<file path="src/trbr_pkg.sv">
// trbr_pkg: shared constants for the translocation breakpoint remap block
// holds default widths, configuration register indexes and orientation codes
// no dependencies
package trbr_pkg;

  // default field widths
  localparam int REF_ID_BITS_DEF = 10;
  localparam int POS_BITS_DEF    = 31;

  // configuration register indexes
  localparam int CFG_INDEX_BITS = 3;
  localparam logic [CFG_INDEX_BITS-1:0] REG_REF_FIRST   = 3'd0;
  localparam logic [CFG_INDEX_BITS-1:0] REG_POS_FIRST   = 3'd1;
  localparam logic [CFG_INDEX_BITS-1:0] REG_REF_SECOND  = 3'd2;
  localparam logic [CFG_INDEX_BITS-1:0] REG_POS_SECOND  = 3'd3;
  localparam logic [CFG_INDEX_BITS-1:0] REG_SIDE_FIRST  = 3'd4;
  localparam logic [CFG_INDEX_BITS-1:0] REG_SIDE_SECOND = 3'd5;
  localparam logic [CFG_INDEX_BITS-1:0] REG_LEN_FIRST   = 3'd6;
  localparam logic [CFG_INDEX_BITS-1:0] REG_LEN_SECOND  = 3'd7;

  // orientation cases, coded as {side_first, side_second}
  localparam logic [1:0] ORIENT_FF = 2'b00;
  localparam logic [1:0] ORIENT_FR = 2'b01;
  localparam logic [1:0] ORIENT_RF = 2'b10;
  localparam logic [1:0] ORIENT_RR = 2'b11;

endpackage

</file>
<file path="src/translocation_breakpoint_remap.sv">
// translocation_breakpoint_remap: remaps translocation endpoints through one
// applied translocation; input register, two remap units, result register
// depends on trbr_pkg, trbr_cfg and trbr_remap
// an accepted request is held in the input register and then in the result
// register, whose valid flag drives out_tvalid
// throughput: one request per cycle, set by the single pass between the input
// register and the result register; a stalled result blocks intake only once
// the input register is also full
// reset (synchronous, rst_n low) empties both stages and clears all
// configuration registers to 0
module translocation_breakpoint_remap #(
  parameter int REF_ID_BITS = trbr_pkg::REF_ID_BITS_DEF,
  parameter int POS_BITS    = trbr_pkg::POS_BITS_DEF,
  parameter int CFG_BITS    = (REF_ID_BITS > POS_BITS) ? REF_ID_BITS : POS_BITS,
  parameter int TDATA_BITS  = ((2 * (REF_ID_BITS + POS_BITS) + 7) / 8) * 8
) (
  input  logic                                clk,
  input  logic                                rst_n,
  // configuration write channel
  input  logic                                cfg_valid,
  output logic                                cfg_ready,
  input  logic [trbr_pkg::CFG_INDEX_BITS-1:0] cfg_index,
  input  logic [CFG_BITS-1:0]                 cfg_data,
  // input stream
  input  logic                                in_tvalid,
  output logic                                in_tready,
  // in_tdata: in_ref_a, in_pos_a, in_ref_b, in_pos_b, zero pad
  input  logic [TDATA_BITS-1:0]               in_tdata,
  // in_tuser: in_side_a, in_side_b
  input  logic [1:0]                          in_tuser,
  // result stream
  output logic                                out_tvalid,
  input  logic                                out_tready,
  // out_tdata: out_ref_lo, out_pos_lo, out_ref_hi, out_pos_hi, zero pad
  output logic [TDATA_BITS-1:0]               out_tdata,
  // out_tuser: out_side_lo, out_side_hi, out_of_range
  output logic [2:0]                          out_tuser
);
  import trbr_pkg::*;

  localparam int EpBits = REF_ID_BITS + POS_BITS;
  localparam int PadBits = TDATA_BITS - 2 * EpBits;

  logic [REF_ID_BITS-1:0] ref_first, ref_second;
  logic [POS_BITS-1:0]    pos_first, pos_second, len_first, len_second;
  logic                   side_first, side_second;

  // configuration registers
  trbr_cfg #(
    .REF_ID_BITS (REF_ID_BITS),
    .POS_BITS    (POS_BITS),
    .DATA_BITS   (CFG_BITS)
  ) u_cfg (
    .clk         (clk),
    .rst_n       (rst_n),
    .cfg_valid   (cfg_valid),
    .cfg_ready   (cfg_ready),
    .cfg_index   (cfg_index),
    .cfg_data    (cfg_data),
    .ref_first   (ref_first),
    .pos_first   (pos_first),
    .ref_second  (ref_second),
    .pos_second  (pos_second),
    .side_first  (side_first),
    .side_second (side_second),
    .len_first   (len_first),
    .len_second  (len_second)
  );

  // stage handshake
  logic s1_valid_r, s1_valid_nxt, out_valid_r, out_valid_nxt;
  logic s1_en, s2_en;

  assign s2_en     = !out_valid_r || out_tready;
  assign s1_en     = !s1_valid_r || s2_en;
  assign in_tready = s1_en;

  always_comb begin
    s1_valid_nxt  = s1_en ? in_tvalid : s1_valid_r;
    out_valid_nxt = s2_en ? s1_valid_r : out_valid_r;
  end

  always_ff @(posedge clk) begin
    if (!rst_n) begin
      s1_valid_r  <= 1'b0;
      out_valid_r <= 1'b0;
    end else begin
      s1_valid_r  <= s1_valid_nxt;
      out_valid_r <= out_valid_nxt;
    end
  end

  // input register
  logic [REF_ID_BITS-1:0] ra_r, rb_r;
  logic [POS_BITS-1:0]    pa_r, pb_r;
  logic                   sa_r, sb_r;

  always_ff @(posedge clk) begin
    if (s1_en && in_tvalid) begin
      ra_r <= in_tdata[REF_ID_BITS-1:0];
      pa_r <= in_tdata[EpBits-1:REF_ID_BITS];
      rb_r <= in_tdata[EpBits+REF_ID_BITS-1:EpBits];
      pb_r <= in_tdata[2*EpBits-1:EpBits+REF_ID_BITS];
      sa_r <= in_tuser[0];
      sb_r <= in_tuser[1];
    end
  end

  // remap both endpoints, B with its side flag inverted
  logic [REF_ID_BITS-1:0] ea_ref, eb_ref;
  logic [POS_BITS-1:0]    ea_pos, eb_pos;
  logic                   ea_oor, eb_oor;

  trbr_remap #(
    .REF_ID_BITS (REF_ID_BITS),
    .POS_BITS    (POS_BITS)
  ) u_remap_a (
    .ref_first   (ref_first),
    .pos_first   (pos_first),
    .ref_second  (ref_second),
    .pos_second  (pos_second),
    .side_first  (side_first),
    .side_second (side_second),
    .len_first   (len_first),
    .len_second  (len_second),
    .ref_in      (ra_r),
    .pos_in      (pa_r),
    .side_in     (sa_r),
    .ref_out     (ea_ref),
    .pos_out     (ea_pos),
    .oor_out     (ea_oor)
  );

  trbr_remap #(
    .REF_ID_BITS (REF_ID_BITS),
    .POS_BITS    (POS_BITS)
  ) u_remap_b (
    .ref_first   (ref_first),
    .pos_first   (pos_first),
    .ref_second  (ref_second),
    .pos_second  (pos_second),
    .side_first  (side_first),
    .side_second (side_second),
    .len_first   (len_first),
    .len_second  (len_second),
    .ref_in      (rb_r),
    .pos_in      (pb_r),
    .side_in     (!sb_r),
    .ref_out     (eb_ref),
    .pos_out     (eb_pos),
    .oor_out     (eb_oor)
  );

  // pass through on exact match, else order by reference id
  logic                   match;
  logic [REF_ID_BITS-1:0] ref_lo_nxt, ref_hi_nxt;
  logic [POS_BITS-1:0]    pos_lo_nxt, pos_hi_nxt;
  logic                   side_lo_nxt, side_hi_nxt, oor_nxt;

  assign match = (ra_r == ref_first) && (pa_r == pos_first) &&
                 (rb_r == ref_second) && (pb_r == pos_second);

  always_comb begin
    if (match) begin
      ref_lo_nxt  = ra_r;
      pos_lo_nxt  = pa_r;
      side_lo_nxt = sa_r;
      ref_hi_nxt  = rb_r;
      pos_hi_nxt  = pb_r;
      side_hi_nxt = sb_r;
      oor_nxt     = 1'b0;
    end else if (ea_ref > eb_ref) begin
      ref_lo_nxt  = eb_ref;
      pos_lo_nxt  = eb_pos;
      side_lo_nxt = sb_r;
      ref_hi_nxt  = ea_ref;
      pos_hi_nxt  = ea_pos;
      side_hi_nxt = sa_r;
      oor_nxt     = ea_oor | eb_oor;
    end else begin
      ref_lo_nxt  = ea_ref;
      pos_lo_nxt  = ea_pos;
      side_lo_nxt = sa_r;
      ref_hi_nxt  = eb_ref;
      pos_hi_nxt  = eb_pos;
      side_hi_nxt = sb_r;
      oor_nxt     = ea_oor | eb_oor;
    end
  end

  // result register
  logic [REF_ID_BITS-1:0] ref_lo_r, ref_hi_r;
  logic [POS_BITS-1:0]    pos_lo_r, pos_hi_r;
  logic                   side_lo_r, side_hi_r, oor_r;

  always_ff @(posedge clk) begin
    if (s2_en && s1_valid_r) begin
      ref_lo_r  <= ref_lo_nxt;
      pos_lo_r  <= pos_lo_nxt;
      side_lo_r <= side_lo_nxt;
      ref_hi_r  <= ref_hi_nxt;
      pos_hi_r  <= pos_hi_nxt;
      side_hi_r <= side_hi_nxt;
      oor_r     <= oor_nxt;
    end
  end

  // result stream packing
  assign out_tvalid = out_valid_r;
  assign out_tdata  = {{PadBits{1'b0}}, pos_hi_r, ref_hi_r, pos_lo_r, ref_lo_r};
  assign out_tuser  = {oor_r, side_hi_r, side_lo_r};

endmodule

</file>
<file path="src/trbr_cfg.sv">
// trbr_cfg: configuration register file of the applied translocation
// depends on trbr_pkg for register indexes
module trbr_cfg #(
  parameter int REF_ID_BITS = trbr_pkg::REF_ID_BITS_DEF,
  parameter int POS_BITS    = trbr_pkg::POS_BITS_DEF,
  parameter int DATA_BITS   = (REF_ID_BITS > POS_BITS) ? REF_ID_BITS : POS_BITS
) (
  input  logic                                clk,
  input  logic                                rst_n,
  input  logic                                cfg_valid,
  output logic                                cfg_ready,
  input  logic [trbr_pkg::CFG_INDEX_BITS-1:0] cfg_index,
  input  logic [DATA_BITS-1:0]                cfg_data,
  output logic [REF_ID_BITS-1:0]              ref_first,
  output logic [POS_BITS-1:0]                 pos_first,
  output logic [REF_ID_BITS-1:0]              ref_second,
  output logic [POS_BITS-1:0]                 pos_second,
  output logic                                side_first,
  output logic                                side_second,
  output logic [POS_BITS-1:0]                 len_first,
  output logic [POS_BITS-1:0]                 len_second
);
  import trbr_pkg::*;

  logic [REF_ID_BITS-1:0] ref_first_r, ref_second_r;
  logic [POS_BITS-1:0]    pos_first_r, pos_second_r, len_first_r, len_second_r;
  logic                   side_first_r, side_second_r;
  logic                   wr_en;

  // writes are always taken
  assign cfg_ready = 1'b1;
  assign wr_en     = cfg_valid & cfg_ready;

  // register writes, values truncated to register widths
  always_ff @(posedge clk) begin
    if (!rst_n) begin
      ref_first_r   <= '0;
      pos_first_r   <= '0;
      ref_second_r  <= '0;
      pos_second_r  <= '0;
      side_first_r  <= 1'b0;
      side_second_r <= 1'b0;
      len_first_r   <= '0;
      len_second_r  <= '0;
    end else if (wr_en) begin
      case (cfg_index)
        REG_REF_FIRST:   ref_first_r   <= cfg_data[REF_ID_BITS-1:0];
        REG_POS_FIRST:   pos_first_r   <= cfg_data[POS_BITS-1:0];
        REG_REF_SECOND:  ref_second_r  <= cfg_data[REF_ID_BITS-1:0];
        REG_POS_SECOND:  pos_second_r  <= cfg_data[POS_BITS-1:0];
        REG_SIDE_FIRST:  side_first_r  <= cfg_data[0];
        REG_SIDE_SECOND: side_second_r <= cfg_data[0];
        REG_LEN_FIRST:   len_first_r   <= cfg_data[POS_BITS-1:0];
        REG_LEN_SECOND:  len_second_r  <= cfg_data[POS_BITS-1:0];
        default: ;
      endcase
    end
  end

  assign ref_first   = ref_first_r;
  assign pos_first   = pos_first_r;
  assign ref_second  = ref_second_r;
  assign pos_second  = pos_second_r;
  assign side_first  = side_first_r;
  assign side_second = side_second_r;
  assign len_first   = len_first_r;
  assign len_second  = len_second_r;

endmodule

</file>
<file path="src/trbr_remap.sv">
// trbr_remap: remaps one breakpoint endpoint through the applied translocation
// combinational; depends on trbr_pkg for orientation codes
module trbr_remap #(
  parameter int REF_ID_BITS = trbr_pkg::REF_ID_BITS_DEF,
  parameter int POS_BITS    = trbr_pkg::POS_BITS_DEF
) (
  input  logic [REF_ID_BITS-1:0] ref_first,
  input  logic [POS_BITS-1:0]    pos_first,
  input  logic [REF_ID_BITS-1:0] ref_second,
  input  logic [POS_BITS-1:0]    pos_second,
  input  logic                   side_first,
  input  logic                   side_second,
  input  logic [POS_BITS-1:0]    len_first,
  input  logic [POS_BITS-1:0]    len_second,
  input  logic [REF_ID_BITS-1:0] ref_in,
  input  logic [POS_BITS-1:0]    pos_in,
  input  logic                   side_in,
  output logic [REF_ID_BITS-1:0] ref_out,
  output logic [POS_BITS-1:0]    pos_out,
  output logic                   oor_out
);
  import trbr_pkg::*;

  // signed working width, room for a three term sum and a sign
  localparam int W = POS_BITS + 3;

  logic signed [W-1:0] p, p1, p2, l1, l2, one, pos_s;
  logic                on1, on2, lt1, gt1, lt2, gt2, ge2_rf;
  logic [1:0]          orient;

  assign p   = W'(signed'({3'b000, pos_in}));
  assign p1  = W'(signed'({3'b000, pos_first}));
  assign p2  = W'(signed'({3'b000, pos_second}));
  assign l1  = W'(signed'({3'b000, len_first}));
  assign l2  = W'(signed'({3'b000, len_second}));
  assign one = W'(signed'(1));

  // side of each breakpoint the endpoint lies on
  assign on1    = (ref_in == ref_first);
  assign on2    = (ref_in == ref_second);
  assign lt1    = (pos_in < pos_first)  || ((pos_in == pos_first)  && !side_in);
  assign gt1    = (pos_in > pos_first)  || ((pos_in == pos_first)  && side_in);
  assign lt2    = (pos_in < pos_second) || ((pos_in == pos_second) && !side_in);
  assign gt2    = (pos_in > pos_second) || ((pos_in == pos_second) && side_in);
  assign ge2_rf = (pos_in > pos_second) || ((pos_in == pos_second) && !side_in);
  assign orient = {side_first, side_second};

  // orientation case selection and new coordinate
  always_comb begin
    ref_out = ref_in;
    pos_s   = p;
    case (orient)
      ORIENT_RF: begin
        if (on1 && lt1) begin
          ref_out = ref_second;
          pos_s   = p2 + p1 - p - one;
        end else if (on1 && gt1) begin
          ref_out = ref_first;
          pos_s   = l2 - p2 + p - p1;
        end else if (on2 && ge2_rf) begin
          ref_out = ref_first;
          pos_s   = l2 - p - one;
        end
      end
      ORIENT_RR: begin
        if (on1 && lt1) begin
          ref_out = ref_second;
        end else if (on1 && gt1) begin
          ref_out = ref_first;
          pos_s   = p2 + p - p1;
        end else if (on2 && lt2) begin
          ref_out = ref_first;
        end else if (on2 && gt2) begin
          ref_out = ref_second;
          pos_s   = p1 + p - p2;
        end
      end
      ORIENT_FF: begin
        if (on1 && gt1) begin
          ref_out = ref_second;
          pos_s   = p2 + p - p1;
        end else if (on2 && gt2) begin
          ref_out = ref_first;
          pos_s   = p1 + p - p2;
        end
      end
      default: begin
        if (on1 && gt1) begin
          ref_out = ref_second;
          pos_s   = l1 - p - one;
        end else if (on2 && lt2) begin
          ref_out = ref_first;
          pos_s   = p1 + p2 - p - one;
        end else if (on2 && gt2) begin
          ref_out = ref_second;
          pos_s   = l1 - p1 + p - p2;
        end
      end
    endcase
  end

  // saturate to the position range
  always_comb begin
    if (pos_s[W-1]) begin
      pos_out = '0;
      oor_out = 1'b1;
    end else if (pos_s[W-2:POS_BITS] != '0) begin
      pos_out = '1;
      oor_out = 1'b1;
    end else begin
      pos_out = pos_s[POS_BITS-1:0];
      oor_out = 1'b0;
    end
  end

endmodule
</file>
<file path="config.mk">
export PLATFORM = sky130hd
export DESIGN_NAME = translocation_breakpoint_remap
export DESIGN_NICKNAME = d
export VERILOG_FILES = /design/src/trbr_pkg.sv /design/src/translocation_breakpoint_remap.sv /design/src/trbr_cfg.sv /design/src/trbr_remap.sv
export SDC_FILE = /design/constraint.sdc
export NUM_CORES = 2
export LEC_CHECK = 0
export BUFFER_PORTS_ARGS = -buffer_cell sky130_fd_sc_hd__buf_2
export CAP_MARGIN = 25
export CELL_PAD_IN_SITES_DETAIL_PLACEMENT = 1
export CELL_PAD_IN_SITES_GLOBAL_PLACEMENT = 1
export CORE_MARGIN = 2
export CORE_UTILIZATION = 46
export CTS_CLUSTER_DIAMETER = 200
export DETAILED_ROUTE_END_ITERATION = 12
export GPL_TIMING_DRIVEN = 0
export PLACE_DENSITY = 0.75
export SYNTH_ARGS = -nofsm -noshare
export SYNTH_HDL_FRONTEND = slang
export SYNTH_HIERARCHICAL = 1
export SYNTH_SLANG_ARGS = --single-unit
</file>
<file path="constraint.sdc">
create_clock -name clk -period 14.9 [get_ports clk]
set_input_delay 1.49 -clock clk [delete_from_list [all_inputs] [get_ports clk]]
set_output_delay 1.49 -clock clk [all_outputs]
set_load 0.005 [all_outputs]
</file>
==> impl_metrics.yaml <==
placed_design:
  gp_congestion: 1.13
  dp_cells: 10600
  port-buffer-count: 205
  placedInstanceArea_sq_um: 70400
  dpl.hpwl_mm: 318
setup_path:
  reg2reg_depth: 26
  crit_fanout: 10
  path_class: "reg2reg"
  regToRegEndpoint: "side_lo_r"
  r2r_setup_slack_ps: 3390
  crit_path_start_kind: "register"
  end_kind: "register"
  required_ps: 15250
  critical_path_arrival_ps: 11860
  rr_startpoint: "u_cfg/pos_first[28]"
run_status:
  status: "complete, no violations"
clock_network:
  cts_resized: 0
  cts_tree: "done"
  clkTransAtPathRegs_ps: 60
  cts_setup_buffers: 0
  clock_latency_ps: 640
  cts_root_buf: "clkbuf_16"
  clockBufferDepth: 3
  h-tree-depth: 2
  cts_buffers: 39
  cts_sinks: 317
  ctsHoldBuffers: 0
synthesis:
  async_reset_ff_frac: 0
  ys_ff_latch: 317
  synth_cells: 8416
  yosysWarnings: 6
  syn_area_sq_um: 66400
  syn_area_per_cell_sq_um: 7.90
  synth-seq-area-share: 0.121
  synth.largest_area_cell: "ha_1"
  ys.flop_type: "edfxtp_1"
  netlist.area_leader.share: 0.133
  yosys.cell_types.count: 135
  synth_most_common_cell: "nand2_1"
  synth_area_leaders: "ha_1 13%, fa_1 9.6%, edfxtp_1 7.6%, a21oi_1 5.3%, xnor2_1 4.7%"
  synthTopCellsByCount: "754 x nand2_1, 707 x a21oi_1, 706 x ha_1"
  synth_edf_count: 169
power:
  power_uw: 6390
  p_leak_uw: 0.0309
  powerDensity_nw_per_um2: 88.8
  ir_worst_vdd_v: 0.000130
timing:
  maxSlewViolCount: 0
  hold_viol: 0
  tns_ps: 0
  slew_headroom: 0.124
  worstMarginPinSlew_ps: 1310
  rsz0062_at_grt: "no"
  setup_viol_count_final: 0
  fin_worst_skew_ps: 44.2
  timing.fmax_mhz: 86.9
  finalCritPeriodShare: 0.772
  min_period_ps: 11510
cells_and_area:
  stdcell_area_sq_um: 72000
  final_util: 0.502
  drive_above_1_share: 0.0881
  nNetsFinal: 9888
  synthToLayoutAreaGrowth_pct: 8.31
  final_cells: 10700
global_routing:
  grt_pass1_wl_mm: 528
  antenna_found_initial: 29
  overflow: 0
  grt_max_degree: 57
  grt_pass1_vias: 72500
  grt_usage: 0.497
drt:
  routedWlPerCell_microns: 35.8
  num_vias: 75100
  wl_mm: 383
  dr.pass1.iters: 8
  drc: 0
  detail-route-antenna-nets: 0
  drtIter0Drc: 10400
  viasPerCell: 7.03
min_path:
  worstHoldPathType: "reg2reg"
  hold_path_depth: 1
  holdPathEnd: "out_tvalid"
  hold_start: "s1_valid_r"
floorplanning:
  die_height_microns: 384
  die_width_microns: 384
  start_util: 0.463
  row_count: 139
  dieArea_sq_um: 148000
  coreArea_sq_um: 143000
  io_pins: 223
job:
  max-cap-violations: 0
-- worst max path at each step --
stage / start / cells past startpoint / to / slack (ps)
after global routing: u_cfg/pos_first[28] / 26 / side_lo_r / 3720
after CTS: u_cfg/pos_first[28] / 26 / pos_hi_r[19] / 4040
after detailed placement: u_cfg/pos_first[28] / 26 / pos_hi_r[19] / 4110
after global placement: u_cfg/pos_first[30] / 25 / pos_hi_r[19] / 3160
after floorplan: u_cfg/pos_second[1] / 32 / pos_hi_r[14] / 7750
final: u_cfg/pos_first[28] / 26 / side_lo_r / 3390
-- kinds of logic (layout without fill, tap and decap cells) --
kind of cell | Yosys count | in the layout | share of synthesized area
multiplexers | 380 | 380 | 0.0647
flip-flops | 317 | 317 | 0.121
XOR/XNOR | 666 | 666 | 0.0879
AND/OR/NAND/NOR | 2398 | 2398 | 0.174
adder cells (fa/ha/maj) | 1024 | 1024 | 0.229
other | 2 | 15 | 0.000113
buffers and inverters | 961 | 1306 | 0.0578
AO/OA/AOI/OAI | 2668 | 2668 | 0.266
-- worst max-delay path: stages (launching register included) --
cell      delay, ps
dfxtp_1         970
inv_1           320
ha_1            410
a21o_1          180
a21oi_1         180
o22ai_1         110
nor3_1          930
o211a_1         510
and2_1          200
a211o_1         280
clkbuf_1        400
buf_8           250
clkbuf_1        840
clkbuf_1        330
buf_1           930
nand2_1         720
o22ai_1         450
a21oi_1          70
o21ai_0         350
ha_1            310
nand4_1         180
o311ai_1        410
o21ai_1         210
buf_4           250
buf_2           260
a21oi_1         730
mux2_2          430
-- metal layers --
metal | part of all wire | GRT usage | up-vias
li1 | - | - | 31300
met1 | 0.40 | 0.664 | 37100
met2 | 0.39 | 0.688 | 5460
met3 | 0.14 | 0.173 | 1183
met4 | 0.069 | 0.283 | 28
met5 | 0.0011 | 0 | -
-- sequential cells by signal, summed over array words and instances, names as in the netlist, 10 cells and up --
register and cells:
ra_r 10, pa_r 31, pos_lo_r 31, u_cfg/ref_first 10
u_cfg/len_second 31, pos_hi_r 31, rb_r 10, pb_r 31
u_cfg/pos_second 31, ref_lo_r 10, u_cfg/pos_first 31, u_cfg/len_first 31
ref_hi_r 10, u_cfg/ref_second 10
-- layout make-up --
class / count / area (sq um)
inverter: 644 / 2420
antenna: 8 / 20.0
timing repair buffer: 273 / 1800
fill: 17800 / 71500
buffer: 317 / 1420
sequential: 317 / 8040
multi-input combinational: 7143 / 54600
tap: 1903 / 2380
clock buffer: 49 / 1050
clock inverter: 23 / 226
-- layout by cell type (no fill, tap or decap), drive strengths merged, types with 93 or more instances in the layout --
master  instances
a211oi        152
a21o          214
a21oi         728
a31oi         100
buf           385
clkbuf        251
dfxtp         148
edfxtp        169
fa            318
ha            706
inv           650
mux2          169
mux2i         209
nand2         755
nand2b        100
nand3         171
nand4          93
nor2          611
nor3          174
o211ai        121
o21a          125
o21ai         557
xnor2         359
xor2          307
-- per-stage QoR --
step	hold slack [ps]	setup WS, ps
2_1_floorplan	452	7750
3_3_place_gp	497	3160
3_5_place_dp	528	4110
4_1_cts	559	4040
5_1_grt	592	3720
6_report	565	3390
-- power by group --
part | switching (uW) | leakage, uW | internal [uW]
logic | 2690 | 0.0274 | 1570
registers | 132 | 0.00282 | 978
clock network | 462 | 0.000630 | 557
Power figures use the tool's default switching activity.
